File: src/sv/ciw_pkg.sv
// Shared types, constants and ready-rule functions for the collapsing issue window.
// No dependencies; imported by ciw_cell and collapsing_issue_window.
`default_nettype none

package ciw_pkg;

  localparam int WINDOW_DEPTH = 6;
  localparam int NUM_REGS     = 32;
  localparam int WB_SLOTS     = 16;
  localparam int CNT_W        = $clog2(WINDOW_DEPTH + 1);
  localparam int SLOT_W       = $clog2(WB_SLOTS);

  localparam logic [2:0] STORE_OPCODE = 3'd3;
  localparam logic [2:0] FLOAT_OPCODE = 3'd5;
  localparam logic       OP_INSERT    = 1'b0;
  localparam logic       OP_ISSUE     = 1'b1;

  typedef struct packed {
    logic        op;
    logic [2:0]  opcode;
    logic [4:0]  src_one;
    logic [4:0]  src_two;
    logic [4:0]  dest_reg;
    logic [15:0] payload_tag;
    logic [31:0] reg_ready;
    logic [15:0] wb_busy;
    logic        float_free;
  } ciw_req_t;

  typedef struct packed {
    logic        issued;
    logic [2:0]  out_opcode;
    logic [4:0]  out_src_one;
    logic [4:0]  out_src_two;
    logic [4:0]  out_dest;
    logic [15:0] out_tag;
    logic [2:0]  occupancy;
    logic        has_room;
    logic        overflow;
  } ciw_rsp_t;

  typedef struct packed {
    logic [2:0]  opcode;
    logic [4:0]  src_one;
    logic [4:0]  src_two;
    logic [4:0]  dest;
    logic [15:0] tag;
  } ciw_entry_t;

  typedef struct packed {
    logic        insert;
    logic        issue;
    logic [31:0] reg_ready;
    logic [15:0] wb_busy;
    logic        float_free;
    logic [31:0] latency_table;
  } ciw_ctl_t;

  function automatic logic src_ok(input logic [4:0] r, input logic [31:0] mask);
    src_ok = (r == 5'd0) || ((32'(r) < 32'(NUM_REGS)) && mask[r]);
  endfunction

  function automatic logic entry_ok(input ciw_entry_t e, input ciw_ctl_t c);
    logic       is_store;
    logic [4:0] slot;
    logic       wb_ok;
    is_store = (e.opcode == STORE_OPCODE);
    slot     = {1'b0, c.latency_table[{e.opcode, 2'b00} +: 4]} + 5'd2;
    wb_ok    = is_store || (e.dest == 5'd0) || (32'(slot) >= 32'(WB_SLOTS)) ||
               !c.wb_busy[slot[SLOT_W-1:0]];
    entry_ok = src_ok(e.src_one, c.reg_ready) && src_ok(e.src_two, c.reg_ready) &&
               (!is_store || src_ok(e.dest, c.reg_ready)) && wb_ok &&
               ((e.opcode != FLOAT_OPCODE) || c.float_free);
  endfunction

endpackage

`default_nettype wire

File: src/sv/ciw_cell.sv
// One window slot: holds an entry, checks readiness, passes the oldest-first
// select chain on, and takes its younger neighbor's entry on compaction. Uses ciw_pkg.
`default_nettype none

module ciw_cell import ciw_pkg::*; (
  input  wire logic       clk,
  input  wire logic       rst,
  input  wire ciw_ctl_t   ctl,
  input  wire ciw_entry_t new_entry,
  input  wire logic       prev_valid,
  input  wire logic       take_before,
  input  wire ciw_entry_t next_entry,
  input  wire logic       next_valid,
  output ciw_entry_t      entry,
  output logic            valid,
  output logic            sel,
  output logic            take_after
);

  logic shift;
  logic fill;

  assign sel        = valid && !take_before && entry_ok(entry, ctl);
  assign take_after = take_before || sel;
  assign shift      = ctl.issue && take_after;
  assign fill       = ctl.insert && !valid && prev_valid;

  always_ff @(posedge clk) begin
    if (rst) begin
      valid <= 1'b0;
    end else if (shift) begin
      valid <= next_valid;
    end else if (fill) begin
      valid <= 1'b1;
    end
  end

  always_ff @(posedge clk) begin
    if (shift) begin
      entry <= next_entry;
    end else if (fill) begin
      entry <= new_entry;
    end
  end

endmodule

`default_nettype wire

File: src/sv/collapsing_issue_window.sv
// Collapsing issue window with oldest-first select: top level.
// Depends on ciw_pkg and a row of ciw_cell slots.
//
// Request channel req_valid/req_stall carries a ciw_req_t item: op OP_INSERT
// appends an instruction, op OP_ISSUE selects the oldest ready entry. The
// response channel rsp_valid/rsp_stall returns one ciw_rsp_t item per request.
// Each slot tests its own entry against the request's ready mask, busy mask
// and float flag; a priority chain through the slots picks the oldest, and
// every slot at or above the pick takes its neighbor's entry to close the gap.
// rsp_valid is set in the cycle after acceptance. One item is accepted per
// cycle while req_stall is low; the limit is the select chain through the
// six slots, which settles within the accept cycle. The response register
// holds its item while rsp_stall is high, and req_stall is raised while a
// held item waits. cfg_write loads the latency table (nibble n is the
// writeback latency of opcode n); the user must use it only while the
// window is idle, and the block itself does not enforce this. Reset empties
// the window, clears the latency table and drops any pending response.
`default_nettype none

module collapsing_issue_window import ciw_pkg::*; (
  input  wire logic        clk,
  input  wire logic        rst,
  input  wire logic        req_valid,
  output logic             req_stall,
  input  wire ciw_req_t    req,
  output logic             rsp_valid,
  input  wire logic        rsp_stall,
  output ciw_rsp_t         rsp,
  input  wire logic        cfg_write,
  input  wire logic [31:0] cfg_data
);

  logic [31:0]             latency_table;
  logic [CNT_W-1:0]        count;
  logic [CNT_W-1:0]        count_next;
  logic                    accept;
  ciw_ctl_t                ctl;
  ciw_entry_t              new_entry;
  ciw_entry_t              cell_entry [WINDOW_DEPTH];
  logic [WINDOW_DEPTH-1:0] cell_valid;
  logic [WINDOW_DEPTH-1:0] cell_sel;
  logic [WINDOW_DEPTH:0]   take;
  ciw_entry_t              sel_entry;
  logic                    any_sel;
  logic                    full;
  ciw_rsp_t                rsp_next;

  assign req_stall = rsp_valid && rsp_stall;
  assign accept    = req_valid && !req_stall;
  assign full      = (count == CNT_W'(WINDOW_DEPTH));

  always_ff @(posedge clk) begin
    if (rst) begin
      latency_table <= '0;
    end else if (cfg_write) begin
      latency_table <= cfg_data;
    end
  end

  always_comb begin
    ctl.insert        = accept && (req.op == OP_INSERT);
    ctl.issue         = accept && (req.op == OP_ISSUE);
    ctl.reg_ready     = req.reg_ready;
    ctl.wb_busy       = req.wb_busy;
    ctl.float_free    = req.float_free;
    ctl.latency_table = latency_table;
    new_entry.opcode  = req.opcode;
    new_entry.src_one = req.src_one;
    new_entry.src_two = req.src_two;
    new_entry.dest    = req.dest_reg;
    new_entry.tag     = req.payload_tag;
  end

  assign take[0] = 1'b0;

  for (genvar i = 0; i < WINDOW_DEPTH; i++) begin : g_cell
    logic       prev_v;
    logic       next_v;
    ciw_entry_t next_e;
    if (i == 0) begin : g_first
      assign prev_v = 1'b1;
    end else begin : g_rest
      assign prev_v = cell_valid[i-1];
    end
    if (i == WINDOW_DEPTH - 1) begin : g_last
      assign next_v = 1'b0;
      assign next_e = cell_entry[i];
    end else begin : g_inner
      assign next_v = cell_valid[i+1];
      assign next_e = cell_entry[i+1];
    end
    ciw_cell u_cell (
      .clk         (clk),
      .rst         (rst),
      .ctl         (ctl),
      .new_entry   (new_entry),
      .prev_valid  (prev_v),
      .take_before (take[i]),
      .next_entry  (next_e),
      .next_valid  (next_v),
      .entry       (cell_entry[i]),
      .valid       (cell_valid[i]),
      .sel         (cell_sel[i]),
      .take_after  (take[i+1])
    );
  end

  assign any_sel = take[WINDOW_DEPTH];

  always_comb begin
    sel_entry = '0;
    for (int i = 0; i < WINDOW_DEPTH; i++) begin
      sel_entry = ciw_entry_t'(sel_entry |
                               (cell_entry[i] & {$bits(ciw_entry_t){cell_sel[i]}}));
    end
  end

  always_comb begin
    priority if (ctl.insert && !full) begin
      count_next = count + CNT_W'(1);
    end else if (ctl.issue && any_sel) begin
      count_next = count - CNT_W'(1);
    end else begin
      count_next = count;
    end
  end

  always_comb begin
    rsp_next             = '0;
    if (req.op == OP_ISSUE && any_sel) begin
      rsp_next.issued      = 1'b1;
      rsp_next.out_opcode  = sel_entry.opcode;
      rsp_next.out_src_one = sel_entry.src_one;
      rsp_next.out_src_two = sel_entry.src_two;
      rsp_next.out_dest    = sel_entry.dest;
      rsp_next.out_tag     = sel_entry.tag;
    end
    rsp_next.occupancy   = 3'(count_next);
    rsp_next.has_room    = (count_next < CNT_W'(WINDOW_DEPTH));
    rsp_next.overflow    = (req.op == OP_INSERT) && full;
  end

  always_ff @(posedge clk) begin
    if (rst) begin
      count     <= '0;
      rsp_valid <= 1'b0;
    end else begin
      if (accept) begin
        count     <= count_next;
        rsp_valid <= 1'b1;
      end else if (!rsp_stall) begin
        rsp_valid <= 1'b0;
      end
    end
  end

  always_ff @(posedge clk) begin
    if (accept) begin
      rsp <= rsp_next;
    end
  end

  a_count_matches_cells: assert property (@(posedge clk) disable iff (rst)
    32'($countones(cell_valid)) == 32'(count))
    else $error("window count disagrees with occupied slots");

  a_no_holes: assert property (@(posedge clk) disable iff (rst)
    ((cell_valid >> 1) & ~cell_valid) == '0)
    else $error("hole in the window");

  a_single_pick: assert property (@(posedge clk) disable iff (rst)
    $onehot0(cell_sel))
    else $error("more than one slot selected");

  a_issue_shrinks: assert property (@(posedge clk) disable iff (rst)
    ctl.issue && any_sel |=> count == $past(count) - CNT_W'(1))
    else $error("issue did not remove an entry");

endmodule

`default_nettype wire
File: config.mk
export PLATFORM = sky130hd
export DESIGN_NAME = collapsing_issue_window
export DESIGN_NICKNAME = d
export VERILOG_FILES = /design/src/sv/ciw_pkg.sv /design/src/sv/ciw_cell.sv /design/src/sv/collapsing_issue_window.sv
export SDC_FILE = /design/constraint.sdc
export NUM_CORES = 1
export LEC_CHECK = 0
export ABC_CLOCK_PERIOD_IN_PS = 7060
export BUFFER_PORTS_ARGS = -buffer_cell sky130_fd_sc_hd__buf_2
export CORE_ASPECT_RATIO = 1.4
export CORE_MARGIN = 1.5
export CORE_UTILIZATION = 35
export CTS_CLUSTER_SIZE = 12
export DETAILED_ROUTE_END_ITERATION = 6
export GPL_ROUTABILITY_DRIVEN = 0
export PLACE_DENSITY = 0.63
export SYNTH_ARGS = -nofsm -noshare
export SYNTH_HDL_FRONTEND = slang
export SYNTH_SLANG_ARGS = --single-unit
File: constraint.sdc
create_clock -name clk -period 7.06 [get_ports clk]
set_input_delay 1.412 -clock clk [delete_from_list [all_inputs] [get_ports clk]]
set_output_delay 1.412 -clock clk [all_outputs]
set_load 0.02 [all_outputs]
==> reports/results.ini <==
[grt]
use_met2_pct = 39.8
grt_use_total_pct = 24.2
grt.overflow.total = 0
grt_use_met3_pct = 6.49
antenna_found_initial = 11
grt_max_degree = 64
grt_first_pass_wirelength_mm = 105
grt_use_met1_pct = 28.2
grt_busiest_layer = met2
grt_pass1_vias = 15400

[pwr]
p_leak_nw = 7.77
ir_drop_mv = 0.172
power_w = 0.00397
powerDensity_nw_per_um2 = 177

[timing]
finClkSkew_ns = 0.0391
fin_setup_tns_ns = 0
finalSetupViolCount = 0
timing.fmax_ghz = 0.177
whs_ns = 0.511
finalHoldViolCount = 0
finalMaxSlewViolations = 0
fin_crit_sh_pct = 79.9
tightest_slew_ns = 1.21
rsz0062_at_grt = no
maxSlewHeadroom_pct = 17.3
layout_min_cycle_time_ns = 5.64

[synthesis]
seq_area_frac_synth_pct = 40.5
synth_top_family_by_area = multiplexers
synth_adder_area_share_pct = 0.558
muxShareOfSynthArea_pct = 39.1
synth_cell_types = 67
synth.top_cells.by_area = edfxtp_1 (36%), mux4_2 (22%), mux2_2 (9.0%), mux2i_1 (6.4%), dfxtp_1 (4.2%)
yosysWarningCount = 0
syn_area_per_cell_um2 = 12.9
syn_nets = 1692
synthCells = 1562
synth-xor-area-share_pct = 0.304
synth-simple-area-share_pct = 7.39
netlist_area_um2 = 20200
synth_top_area_cell = edfxtp_1
yosysTopAreaCellShare_pct = 36.3
synth_edf_count = 244
async_reset_ff_share_pct = 0
synth_compound_gate_area_share_pct = 8.62
synth_flop_cell = edfxtp_1
synth_seq_cells = 286

[die]
dieWidth_um = 206
die_y_um = 287
ios = 163
rows = 104
core_um2 = 57300
initial_utilization_pct = 35.3
dieArea_um2 = 59200

[finish]
layout_commonest_cell = edfxtp_1
fillers = 5369
nNetsFinal = 1756
layout_common_cells = edfxtp_1 (244), mux4_2 (201), buf_2 (162)
final_util_pct = 39.2
layout.cells.non_filler = 2388
synthToLayoutAreaGrowth_pct = 11.1
drive_above_1_share_pct = 37.1

[routing]
detail-route-antenna-nets = 0
wire_per_inst_um = 30.1
drtIter0Drc = 1941
num_vias = 15500
routed_wl_mm = 71.8
drt_first_pass_iters = 5
drc = 0
drt-vias-per-instance = 6.49

[clock_tree]
cts_resized = 0
postCtsSetupRepairBufs = 0
cts_tree = built
cts-root-buf = clkbuf_16
clk_pin_slew_worst_paths_ns = 0.06
cts.path.max_buffers = 3
cts-hold-fix-buffers = 0
clock_sinks = 286
cts_buffers = 29
clkLatencyLatePin_ns = 0.60
htreeDepth = 1

[setup_path]
r2r_setup_slack_ns = 1.42
rr_worst_depth = 15
crit_fanout = 32
cp.required_ns = 7.47
crit_type = flop to flop
worstPathArrival_ns = 6.05
critPathCaptureType = flop
start_kind = flop

[place]
dp.cells = 2337
post-dp-hpwl_mm = 50.3
io_buffers = 162

[run]
cap_violations = 0

[min_path]
holdPathStages = 2
hp-class = flop to flop

[run_status]
outcome = completed

## logic make-up (layout without fill, tap and decap cells)
| kind of cell | Yosys count | in the layout |
|---|---|---|
| AOI/OAI and AO/OA | 258 | 258 |
| xor gates and xnor gates | 7 | 7 |
| adders and majority gates | 9 | 9 |
| buffers and inverters | 175 | 255 |
| DFF | 286 | 286 |
| muxes | 513 | 513 |
| other | 0 | 4 |
| and+or+nand+nor | 314 | 314 |
## cells in the mapped netlist (6+ instances only)
library cell / number
o21ai_0: 13
nor3_1: 15
edfxtp_1: 244
nand2b_1: 22
mux4_2: 201
nand3_1: 11
nor2b_1: 16
nand4_1: 12
mux2_1: 20
ha_1: 9
a221oi_1: 6
nor2_1: 105
dfxtp_1: 42
a211oi_1: 12
a31oi_1: 36
clkbuf_1: 96
a22oi_1: 82
mux2i_1: 129
mux2_2: 161
a21oi_1: 66
inv_1: 19
o22ai_1: 8
buf_1: 31
nand2_1: 96
buf_4: 9
buf_2: 19
## critical path, cell delays in order, from the launching register on
cell	delay (ns)
edfxtp_1	0.82
mux4_2	0.58
mux2i_1	0.40
inv_1	0.17
ha_1	0.53
nand2b_1	0.28
a21oi_1	0.13
nor3_1	0.06
nor4_1	0.33
mux2i_1	0.18
o31ai_1	0.31
buf_4	0.22
nor3b_4	0.66
buf_4	0.39
a22oi_1	0.13
a31oi_1	0.23
## routing by layer
metal | vias up | routed length (µm)
li1 | 6413 | -
met1 | 7714 | 24200
met2 | 1114 | 34800
met3 | 246 | 7780
met4 | 14 | 4960
met5 | - | 79
## state kept, by name (all words and copies together) (netlist names)
| register | cells |
|---|---|
| g_cell.u_cell.entry | 204 |
| rsp | 40 |
| latency_table | 32 |
| g_cell.u_cell.valid | 6 |
| count | 3 |
| rsp_valid | 1 |
## per-stage QoR
step                setup WS (ns)  cell area [µm²]
finish                       1.42            22400
global route                 1.16            22400
CTS                          1.45            22400
detailed placement           1.28            21600
global placement             1.29            21600
floorplan                   0.371            20200
## path summary, 6_finish.rpt
check	start	end
hold / removal	count[0]$_SDFFE_PP0P_	count[0]$_SDFFE_PP0P_
hold reg to reg	count[0]$_SDFFE_PP0P_	count[0]$_SDFFE_PP0P_
setup / recovery	g_cell[4].u_cell.entry[31]$_DFFE_PP_	rsp[31]$_SDFFCE_PN0P_
setup reg to reg	g_cell[4].u_cell.entry[31]$_DFFE_PP_	rsp[31]$_SDFFCE_PN0P_
## power breakdown
| part | switching, W | internal [W] |
|---|---|---|
| logic | 0.000309 | 0.000273 |
| registers | 0.0000784 | 0.00188 |
| clock network | 0.000654 | 0.000768 |
| total | 0.00104 | 0.00292 |
## final cells by class
type | instances | area (µm²) | area share [%]
Sequential cell | 286 | 8170 | 36.4
Timing Repair Buffer | 188 | 1010 | 4.48
Antenna cell | 4 | 10.0 | 0.0446
Inverter | 20 | 75.1 | 0.335
Clock inverter | 6 | 47.5 | 0.212
Clock buffer | 41 | 783 | 3.49
Multi-Input combinational cell | 1101 | 11400 | 50.9
Tap cell | 742 | 928 | 4.14
No activity file was read; power rests on OpenSTA's default activity.
